--- src/rtl/idls_pkg.sv ---
// ----------------------------------------------------------------------------
// idls_pkg
// Shared types and constants of the invalid directive line scanner.
// ----------------------------------------------------------------------------
`default_nettype none

package idls_pkg;

  // Result field widths
  localparam int unsigned OUT_OFFSET_W = 24;
  localparam int unsigned OUT_LEN_W    = 4;
  localparam int unsigned LEN_SAT      = 8;

  // Depth of the judgment queue between front and back
  localparam int unsigned QUEUE_DEPTH  = 2;

  // Bytes of interest
  localparam logic [7:0] CH_HASH  = 8'h23;
  localparam logic [7:0] CH_SPACE = 8'h20;
  localparam logic [7:0] CH_TAB   = 8'h09;
  localparam logic [7:0] CH_LF    = 8'h0A;
  localparam logic [7:0] CH_CR    = 8'h0D;
  localparam logic [7:0] CH_BSL   = 8'h5C;
  localparam logic [7:0] CH_UNDER = 8'h5F;

  // Scan phase, one-hot
  typedef enum logic [3:0] {
    PH_LINE_START = 4'b0001,
    PH_AFTER_HASH = 4'b0010,
    PH_NAME       = 4'b0100,
    PH_SKIP_LINE  = 4'b1000
  } scan_phase_e;

  // Standard directive names, first char in the low byte, zero padded
  localparam int unsigned NUM_DIRS  = 12;
  localparam int unsigned DIR_CHARS = 7;
  localparam int unsigned DIR_LEN_W = 3;

  typedef logic [DIR_CHARS*8-1:0] dir_name_t;

  localparam dir_name_t DIR_NAME [NUM_DIRS] = '{
    56'h00000000006669,  // if
    56'h00006665646669,  // ifdef
    56'h006665646E6669,  // ifndef
    56'h00000066696C65,  // elif
    56'h00000065736C65,  // else
    56'h00006669646E65,  // endif
    56'h6564756C636E69,  // include
    56'h00656E69666564,  // define
    56'h00006665646E75,  // undef
    56'h000000656E696C,  // line
    56'h0000726F727265,  // error
    56'h00616D67617270   // pragma
  };

  localparam logic [DIR_LEN_W-1:0] DIR_LEN [NUM_DIRS] = '{
    3'd2, 3'd5, 3'd6, 3'd4, 3'd4, 3'd5, 3'd7, 3'd6, 3'd5, 3'd4, 3'd5, 3'd6
  };

endpackage

`default_nettype wire

--- src/rtl/idls_front.sv ---
// ----------------------------------------------------------------------------
// idls_front
// Byte scanner: tracks line phase, splices and offsets, gathers directive
// names and emits one judgment request when a name ends.
// ----------------------------------------------------------------------------
`default_nettype none

module idls_front #(
  parameter int unsigned OFFSET_BITS    = 24,
  parameter int unsigned MAX_NAME_CHARS = 7,
  parameter int unsigned CNT_W          = $clog2(MAX_NAME_CHARS + 2),
  parameter int unsigned ENTRY_W        = MAX_NAME_CHARS*8 + CNT_W + OFFSET_BITS
) (
  input  wire logic               clk_i,
  input  wire logic               rst_ni,
  input  wire logic               accept_i,       // byte transfer this cycle
  input  wire logic [7:0]         byte_i,
  input  wire logic               start_i,
  input  wire logic               spliced_i,
  input  wire logic               end_i,
  output logic                    push_o,
  output logic [ENTRY_W-1:0]      entry_o         // chars, count, line offset
);

  localparam int unsigned NAME_W = MAX_NAME_CHARS*8;
  localparam logic [OFFSET_BITS-1:0] OFF_MAX = {OFFSET_BITS{1'b1}};

  idls_pkg::scan_phase_e  phase_q, phase_d, phase_e;
  logic                   bs_q, bs_d, bs_e;
  logic                   bscr_q, bscr_d, bscr_e;
  logic [NAME_W-1:0]      chars_q, chars_d, chars_e;
  logic [CNT_W-1:0]       count_q, count_d, count_e;
  logic [OFFSET_BITS-1:0] lo_q, lo_d, lo_e;
  logic [OFFSET_BITS-1:0] pos_q, pos_d, pos_e;
  logic [OFFSET_BITS-1:0] pos_inc;
  logic                   is_blank, is_name;
  logic                   judge_now;

  assign is_blank = (byte_i == idls_pkg::CH_SPACE) || (byte_i == idls_pkg::CH_TAB);
  assign is_name  = (byte_i >= 8'h41 && byte_i <= 8'h5A) ||
                    (byte_i >= 8'h61 && byte_i <= 8'h7A) ||
                    (byte_i == idls_pkg::CH_UNDER);

  // Next scanner state for the byte being transferred
  always_comb begin
    if (start_i) begin
      phase_e = spliced_i ? idls_pkg::PH_SKIP_LINE : idls_pkg::PH_LINE_START;
      bs_e    = 1'b0;
      bscr_e  = 1'b0;
      chars_e = '0;
      count_e = '0;
      lo_e    = '0;
      pos_e   = '0;
    end else begin
      phase_e = phase_q;
      bs_e    = bs_q;
      bscr_e  = bscr_q;
      chars_e = chars_q;
      count_e = count_q;
      lo_e    = lo_q;
      pos_e   = pos_q;
    end

    pos_inc   = (pos_e != OFF_MAX) ? pos_e + 1'b1 : pos_e;
    phase_d   = phase_e;
    chars_d   = chars_e;
    count_d   = count_e;
    lo_d      = lo_e;
    judge_now = 1'b0;

    unique case (phase_e)
      idls_pkg::PH_LINE_START: begin
        if (byte_i == idls_pkg::CH_HASH) begin
          phase_d = idls_pkg::PH_AFTER_HASH;
        end else if (!is_blank) begin
          phase_d = idls_pkg::PH_SKIP_LINE;
        end
      end
      idls_pkg::PH_AFTER_HASH: begin
        if (is_name) begin
          chars_d       = '0;
          chars_d[7:0]  = byte_i;
          count_d       = CNT_W'(1);
          phase_d       = idls_pkg::PH_NAME;
        end else if (!is_blank) begin
          phase_d = idls_pkg::PH_SKIP_LINE;
        end
      end
      idls_pkg::PH_NAME: begin
        if (is_name) begin
          for (int i = 0; i < MAX_NAME_CHARS; i++) begin
            if (count_e == CNT_W'(i)) chars_d[i*8 +: 8] = byte_i;
          end
          if (count_e < CNT_W'(MAX_NAME_CHARS + 1)) count_d = count_e + 1'b1;
        end else begin
          judge_now = 1'b1;
          phase_d   = idls_pkg::PH_SKIP_LINE;
        end
      end
      default: begin
        phase_d = idls_pkg::PH_SKIP_LINE;
      end
    endcase

    // Newline: next line starts, unless spliced
    if (byte_i == idls_pkg::CH_LF) begin
      phase_d = (bs_e || bscr_e) ? idls_pkg::PH_SKIP_LINE : idls_pkg::PH_LINE_START;
      lo_d    = pos_inc;
    end

    bscr_d = bs_e && (byte_i == idls_pkg::CH_CR);
    bs_d   = (byte_i == idls_pkg::CH_BSL);
    pos_d  = pos_inc;

    // Judgment request: name ended by a byte, or cut by the region end
    push_o  = accept_i && (judge_now || (end_i && phase_d == idls_pkg::PH_NAME));
    entry_o = {lo_e, count_d, chars_d};

    // Region end returns to reset state
    if (end_i) begin
      phase_d = idls_pkg::PH_LINE_START;
      bs_d    = 1'b0;
      bscr_d  = 1'b0;
      chars_d = '0;
      count_d = '0;
      lo_d    = '0;
      pos_d   = '0;
    end
  end

  // Scanner state registers
  always_ff @(posedge clk_i or negedge rst_ni) begin
    if (!rst_ni) begin
      phase_q <= idls_pkg::PH_LINE_START;
      bs_q    <= 1'b0;
      bscr_q  <= 1'b0;
      chars_q <= '0;
      count_q <= '0;
      lo_q    <= '0;
      pos_q   <= '0;
    end else if (accept_i) begin
      phase_q <= phase_d;
      bs_q    <= bs_d;
      bscr_q  <= bscr_d;
      chars_q <= chars_d;
      count_q <= count_d;
      lo_q    <= lo_d;
      pos_q   <= pos_d;
    end
  end

endmodule

`default_nettype wire

--- src/rtl/idls_queue.sv ---
// ----------------------------------------------------------------------------
// idls_queue
// Short FIFO of judgment requests between scanner and matcher.
// ----------------------------------------------------------------------------
`default_nettype none

module idls_queue #(
  parameter int unsigned WIDTH = 8
) (
  input  wire logic             clk_i,
  input  wire logic             rst_ni,
  input  wire logic             push_i,
  input  wire logic [WIDTH-1:0] data_i,
  output logic                  not_full_o,
  input  wire logic             pop_i,
  output logic                  valid_o,
  output logic [WIDTH-1:0]      data_o
);

  localparam int unsigned DEPTH = idls_pkg::QUEUE_DEPTH;
  localparam int unsigned PTR_W = $clog2(DEPTH);
  localparam int unsigned CNT_W = $clog2(DEPTH + 1);

  logic [WIDTH-1:0] mem_q [DEPTH];
  logic [PTR_W-1:0] wr_q, rd_q;
  logic [CNT_W-1:0] cnt_q;
  logic             do_push, do_pop;

  assign not_full_o = (cnt_q != CNT_W'(DEPTH));
  assign valid_o    = (cnt_q != '0);
  assign data_o     = mem_q[rd_q];
  assign do_push    = push_i && not_full_o;
  assign do_pop     = pop_i && valid_o;

  // Pointers and fill level
  always_ff @(posedge clk_i or negedge rst_ni) begin
    if (!rst_ni) begin
      wr_q  <= '0;
      rd_q  <= '0;
      cnt_q <= '0;
    end else begin
      if (do_push) wr_q <= wr_q + 1'b1;
      if (do_pop)  rd_q <= rd_q + 1'b1;
      if (do_push && !do_pop) begin
        cnt_q <= cnt_q + 1'b1;
      end else if (do_pop && !do_push) begin
        cnt_q <= cnt_q - 1'b1;
      end
    end
  end

  // Entry storage
  always_ff @(posedge clk_i) begin
    if (do_push) mem_q[wr_q] <= data_i;
  end

endmodule

`default_nettype wire

--- src/rtl/idls_back.sv ---
// ----------------------------------------------------------------------------
// idls_back
// Name matcher: checks a gathered name against the standard directives and
// holds a result in the output register when the name is invalid.
// ----------------------------------------------------------------------------
`default_nettype none

module idls_back #(
  parameter int unsigned OFFSET_BITS    = 24,
  parameter int unsigned MAX_NAME_CHARS = 7,
  parameter int unsigned CNT_W          = $clog2(MAX_NAME_CHARS + 2),
  parameter int unsigned ENTRY_W        = MAX_NAME_CHARS*8 + CNT_W + OFFSET_BITS
) (
  input  wire logic                                 clk_i,
  input  wire logic                                 rst_ni,
  input  wire logic                                 valid_i,
  input  wire logic [ENTRY_W-1:0]                   entry_i,
  output logic                                      pop_o,
  output logic                                      res_valid_o,
  input  wire logic                                 res_ready_i,
  output logic [idls_pkg::OUT_OFFSET_W-1:0]         res_offset_o,
  output logic [idls_pkg::OUT_LEN_W-1:0]            res_len_o
);

  localparam int unsigned NAME_W = MAX_NAME_CHARS*8;
  localparam int unsigned OW     = idls_pkg::OUT_OFFSET_W;

  logic [NAME_W-1:0]      chars;
  logic [CNT_W-1:0]       count;
  logic [OFFSET_BITS-1:0] offset;
  logic                   name_ok;
  logic                   load;
  logic [OFFSET_BITS+OW-1:0] off_ext;
  logic                   out_valid_q, out_valid_d;
  logic [OW-1:0]          out_off_q;
  logic [idls_pkg::OUT_LEN_W-1:0] out_len_q, len_sat;

  assign {offset, count, chars} = entry_i;

  // Compare against every standard name in parallel
  always_comb begin
    name_ok = (count == '0);
    if (count <= CNT_W'(MAX_NAME_CHARS)) begin
      for (int k = 0; k < idls_pkg::NUM_DIRS; k++) begin
        if (chars[idls_pkg::DIR_CHARS*8-1:0] == idls_pkg::DIR_NAME[k] &&
            count == CNT_W'(idls_pkg::DIR_LEN[k])) begin
          name_ok = 1'b1;
        end
      end
    end
  end

  assign len_sat = (count >= CNT_W'(idls_pkg::LEN_SAT)) ?
                   idls_pkg::OUT_LEN_W'(idls_pkg::LEN_SAT) :
                   idls_pkg::OUT_LEN_W'(count);
  assign off_ext = {{OW{1'b0}}, offset};

  // Valid names are dropped; invalid ones wait for a free output slot
  assign pop_o       = valid_i && (name_ok || !out_valid_q || res_ready_i);
  assign load        = pop_o && !name_ok;
  assign out_valid_d = load ? 1'b1 : (res_ready_i ? 1'b0 : out_valid_q);

  always_ff @(posedge clk_i or negedge rst_ni) begin
    if (!rst_ni) begin
      out_valid_q <= 1'b0;
    end else begin
      out_valid_q <= out_valid_d;
    end
  end

  // Result payload
  always_ff @(posedge clk_i) begin
    if (load) begin
      out_off_q <= off_ext[OW-1:0];
      out_len_q <= len_sat;
    end
  end

  assign res_valid_o  = out_valid_q;
  assign res_offset_o = out_off_q;
  assign res_len_o    = out_len_q;

endmodule

`default_nettype wire

--- src/rtl/invalid_directive_line_scanner_top.sv ---
// ----------------------------------------------------------------------------
// invalid_directive_line_scanner_top
// Scans a skipped source region byte by byte and reports lines whose
// preprocessor directive name is not a standard one.
// ----------------------------------------------------------------------------
// Takes one source byte per cycle with no gaps of its own: the scanner updates
// its line state for each byte, and a name that ends goes into a two-entry
// queue to the matcher, which judges one name per cycle and drops valid ones;
// an invalid one waits while the output register is full and not being read,
// then gives one transfer on the result side from that register. The input
// stalls only when the queue is full, that is when results are not being taken.
`default_nettype none

module invalid_directive_line_scanner_top #(
  parameter int unsigned OFFSET_BITS    = 24,
  parameter int unsigned MAX_NAME_CHARS = 7
) (
  input  wire logic        clk_i,
  input  wire logic        rst_ni,
  // Byte input
  input  wire logic        s_axis_tvalid,
  output logic             s_axis_tready,
  input  wire logic [7:0]  s_axis_tdata,   // [7:0] source_byte
  input  wire logic [1:0]  s_axis_tuser,   // [0] range_start, [1] spliced_before
  input  wire logic        s_axis_tlast,   // range_end
  // Result output
  output logic             m_axis_tvalid,
  input  wire logic        m_axis_tready,
  output logic [31:0]      m_axis_tdata    // [23:0] line_offset, [27:24] name_length
);

  localparam int unsigned CNT_W   = $clog2(MAX_NAME_CHARS + 2);
  localparam int unsigned ENTRY_W = MAX_NAME_CHARS*8 + CNT_W + OFFSET_BITS;

  logic               accept;
  logic               push, not_full, q_valid, pop;
  logic [ENTRY_W-1:0] push_entry, head_entry;
  logic [idls_pkg::OUT_OFFSET_W-1:0] res_offset;
  logic [idls_pkg::OUT_LEN_W-1:0]    res_len;

  assign s_axis_tready = not_full;
  assign accept        = s_axis_tvalid && not_full;

  // Front: byte scanner
  idls_front #(
    .OFFSET_BITS    (OFFSET_BITS),
    .MAX_NAME_CHARS (MAX_NAME_CHARS),
    .CNT_W          (CNT_W),
    .ENTRY_W        (ENTRY_W)
  ) u_front (
    .clk_i     (clk_i),
    .rst_ni    (rst_ni),
    .accept_i  (accept),
    .byte_i    (s_axis_tdata),
    .start_i   (s_axis_tuser[0]),
    .spliced_i (s_axis_tuser[1]),
    .end_i     (s_axis_tlast),
    .push_o    (push),
    .entry_o   (push_entry)
  );

  // Judgment queue
  idls_queue #(
    .WIDTH (ENTRY_W)
  ) u_queue (
    .clk_i      (clk_i),
    .rst_ni     (rst_ni),
    .push_i     (push),
    .data_i     (push_entry),
    .not_full_o (not_full),
    .pop_i      (pop),
    .valid_o    (q_valid),
    .data_o     (head_entry)
  );

  // Back: name matcher and output register
  idls_back #(
    .OFFSET_BITS    (OFFSET_BITS),
    .MAX_NAME_CHARS (MAX_NAME_CHARS),
    .CNT_W          (CNT_W),
    .ENTRY_W        (ENTRY_W)
  ) u_back (
    .clk_i        (clk_i),
    .rst_ni       (rst_ni),
    .valid_i      (q_valid),
    .entry_i      (head_entry),
    .pop_o        (pop),
    .res_valid_o  (m_axis_tvalid),
    .res_ready_i  (m_axis_tready),
    .res_offset_o (res_offset),
    .res_len_o    (res_len)
  );

  assign m_axis_tdata = {4'b0000, res_len, res_offset};

endmodule

`default_nettype wire

--- config.mk ---
export PLATFORM = sky130hd
export DESIGN_NAME = invalid_directive_line_scanner_top
export DESIGN_NICKNAME = d
export VERILOG_FILES = /design/src/rtl/idls_pkg.sv /design/src/rtl/idls_front.sv /design/src/rtl/idls_queue.sv /design/src/rtl/idls_back.sv /design/src/rtl/invalid_directive_line_scanner_top.sv
export SDC_FILE = /design/constraint.sdc
export NUM_CORES = 1
export LEC_CHECK = 0
export CORE_ASPECT_RATIO = 0.7
export CORE_UTILIZATION = 48
export CTS_CLUSTER_DIAMETER = 120
export DETAILED_ROUTE_END_ITERATION = 16
export DONT_BUFFER_PORTS = 1
export PLACE_DENSITY = 0.59
export SLEW_MARGIN = 25
export SYNTH_ARGS = -nofsm -noshare
export SYNTH_HDL_FRONTEND = slang
export SYNTH_SLANG_ARGS = --single-unit
export TNS_END_PERCENT = 5
--- constraint.sdc ---
create_clock -name clk_i -period 22.4 [get_ports clk_i]
set_input_delay 3.36 -clock clk_i [delete_from_list [all_inputs] [get_ports clk_i]]
set_output_delay 3.36 -clock clk_i [all_outputs]
set_load 0.05 [all_outputs]
==> flow_summary.yaml <==
cts:
  worstSkewPairLatency_ps: 570
  clk_pin_slew_ps: 60
  post-cts-setup-buffers: 0
  postCtsHoldBufs: 0
  clock-sinks: 315
  tritoncts: "built"
  cts_buffer_depth: 3
  cts_root_buffer: "clkbuf_16"
  post_cts_resized: 0
  numCtsBuffers: 30
  ctsHtreeMaxLevel: 1
drt:
  drtIter0Drc: 862
  drc: 0
  num_vias: 9976
  drtAntennaViolNets: 0
  viasPerCell: 6.08
  firstDrtPassIters: 5
  wire_per_inst_um: 23.2
  routed_wl_um: 38100
die:
  die_w_um: 211
  die_y_um: 148
  start_util_pct: 48.9
  dieArea_um2: 31300
  io_pins: 49
  core-area_um2: 30000
  rows: 53
worst_setup_path:
  crit_path_end_kind: "flop"
  crit_required_ps: 22600
  crit_path_frequent_cell: "nor3_1"
  critPathBufInv: 1
  start_kind: "input port"
  path_cells: "nor3_1 -> nand3b_1 -> nand2_1 -> o21ai_0 -> nor3_1 -> and2_4 -> buf_4"
  crit_arrival_ps: 6430
  path_max_fanout: 70
  crit_slowest_cell: "buf_4"
  cpLargestDelayFamily: "simple AND/OR/NAND/NOR gates"
  critPathMaxStageDelay_ps: 710
  crit_type: "in -> reg"
place:
  place_ws_ps: 15600
  port_buffers: 0
  dpl.cell_count: 1585
  dpl_cell_area_um2: 14900
  place.detailed.hpwl_um: 25900
  place_congestion: 0.912
global_route:
  antenna_found_initial: 2
  grt_max_degree: 120
  overflow: 0
  track_usage_pct: 24.5
  grt_pass1_vias: 9105
  grt_pass1_wl_um: 57400
pwr:
  peakVddDrop_uv: 99.3
  fin_total_pwr_mw: 1.46
  p_per_area_nw_per_um2: 91.6
  p_leak_nw: 5.72
logic_synthesis:
  synth-compound-area-share_pct: 14.0
  yosysUniqueCellTypes: 86
  yosys.area_share.simple_pct: 17.9
  synthAdderAreaFrac_pct: 0.511
  synthMuxAreaShare_pct: 2.81
  synth_top_family_by_area: "simple AND/OR/NAND/NOR gates"
  syn_inst: 1226
  async_reset_ff_share_pct: 37.8
  ys_warn_count: 0
  mappedNetlistArea_um2: 14700
  yosysTopAreaCellShare_pct: 40.1
  synthXorXnorAreaFrac_pct: 1.24
  synthTopCellsByArea: "edfxtp_1 (40%), dfrtp_1 (20%), a22o_1 (4.1%), nand2_1 (3.2%), o21ai_0 (3.0%)"
  synth.largest_area_cell: "edfxtp_1"
  synth.avg_cell_area_um2: 12.0
  synth-seq-cells: 315
  synth-seq-area-share_pct: 60.3
  synth_edf_count: 196
  synthFlopType: "edfxtp_1"
cells_and_area:
  nFillCells: 2584
  final-instance-count-excl-fill: 1641
  fin_util_pct: 53.0
  final_common_cell: "edfxtp_1"
  final_layout_size_suffix_gt1_share_pct: 11.1
  area_growth_pct: 8.42
  final_cell_mix: "edfxtp_1 (196), nand2_1 (126), dfrtp_1 (117)"
  num-nets-final: 1226
  n_antenna_cell: 0
  stdcell_area_um2: 15900
timing:
  whs_ps: 477
  fin_setup_tns_ps: 0
  grt_setup_unrepaired: "false"
  skew_ps: 7.12
  setup_viol: 0
  finalWorstSetupSlack_ps: 16170
  finalCritPeriodShare_pct: 27.8
  tightest_slew_ps: 1010
  hold_violations: 0
  final_max_slew_viol_count: 0
  relSlewSlack_pct: 32.2
  max_freq_ghz: 0.160
  period_minus_slack_ps: 6230
run_status:
  status: "finished, final reports clean"
job:
  maxCapViolCount: 0
min_path:
  hold_path.class: "reg -> reg"
power breakdown:
group / leakage (nW) / switching (mW) / internal (mW)
sequential: 3.48 / 0.0796 / 0.648
clock: 0.484 / 0.220 / 0.293
combinational: 1.75 / 0.142 / 0.0759
tightest hold or removal path: stages (launching register included):
cell and delay (ps):
dfrtp_1 330, nand2_1 50, o21ai_0 60
synth_stat cells, drive strengths merged (20+ instances only):
cell	number
nor3	38
nor4	22
buf	24
nor2	64
nor3b	20
dfrtp	118
a22o	68
clkbuf	43
o21ai	91
mux2	26
edfxtp	196
nand3	37
nor2b	42
a21oi	43
nand2	128
flip-flops by register name (all words and copies together), names as in the netlist:
signal,count
u_queue.cnt_q,2
u_front.phase_q,4
u_front.count_q,4
u_front.bscr_q,1
u_back.res_len_o,4
u_back.res_offset_o,24
u_front.chars_q,56
u_front.pos_q,24
u_front.bs_q,1
u_front.lo_q,24
u_queue.wr_q,1
u_queue.mem_q,168
u_back.res_valid_o,1
u_queue.rd_q,1
final timing paths:
kind / startpoint / to / slack [ps] / cells past startpoint
setup / recovery: s_axis_tuser[0] / u_queue.mem_q[1][47] / 16170 / 7
min in group asynchronous: rst_ni / u_front.chars_q[20] / 2490 / 0
hold reg to reg: u_front.lo_q[9] / u_front.lo_q[9] / 480 / 2
setup reg to reg: u_queue.rd_q / u_queue.cnt_q[1] / 17650 / 12
max in group asynchronous: rst_ni / u_front.phase_q[0] / 19650 / 0
hold / removal: u_front.lo_q[9] / u_front.lo_q[9] / 480 / 2
cells by family (layout without fill, tap and decap cells):
group,Yosys count,in the layout
buffers and inverters,83,83
AOI/OAI and AO/OA,291,291
muxes,38,38
and+or+nand+nor,472,472
DFF,315,315
xor gates and xnor gates,20,20
adders and majority gates,6,6
other,1,4
cell type report:
cell class              instances  area (um2)  share of cell area (%)
clock buffers                  36         815                    5.11
clock inverters                20         183                    1.15
inverters                      16        60.1                   0.377
multi-input cells             831        5410                    33.9
flip-flops and latches        315        8870                    55.7
well taps                     412         515                    3.24
repair buffers                 11        82.6                   0.518
metal layers:
layer / vias to the layer above / global-route usage, % / routed length, um
li1: 4615 / - / -
met1: 4943 / 42.3 / 20100
met2: 375 / 29.7 / 13900
met3: 43 / 6.40 / 3360
met4: 0 / 4.82 / 611
met5: - / 0 / 0
Note: power is estimated with default switching activity, not from simulation.
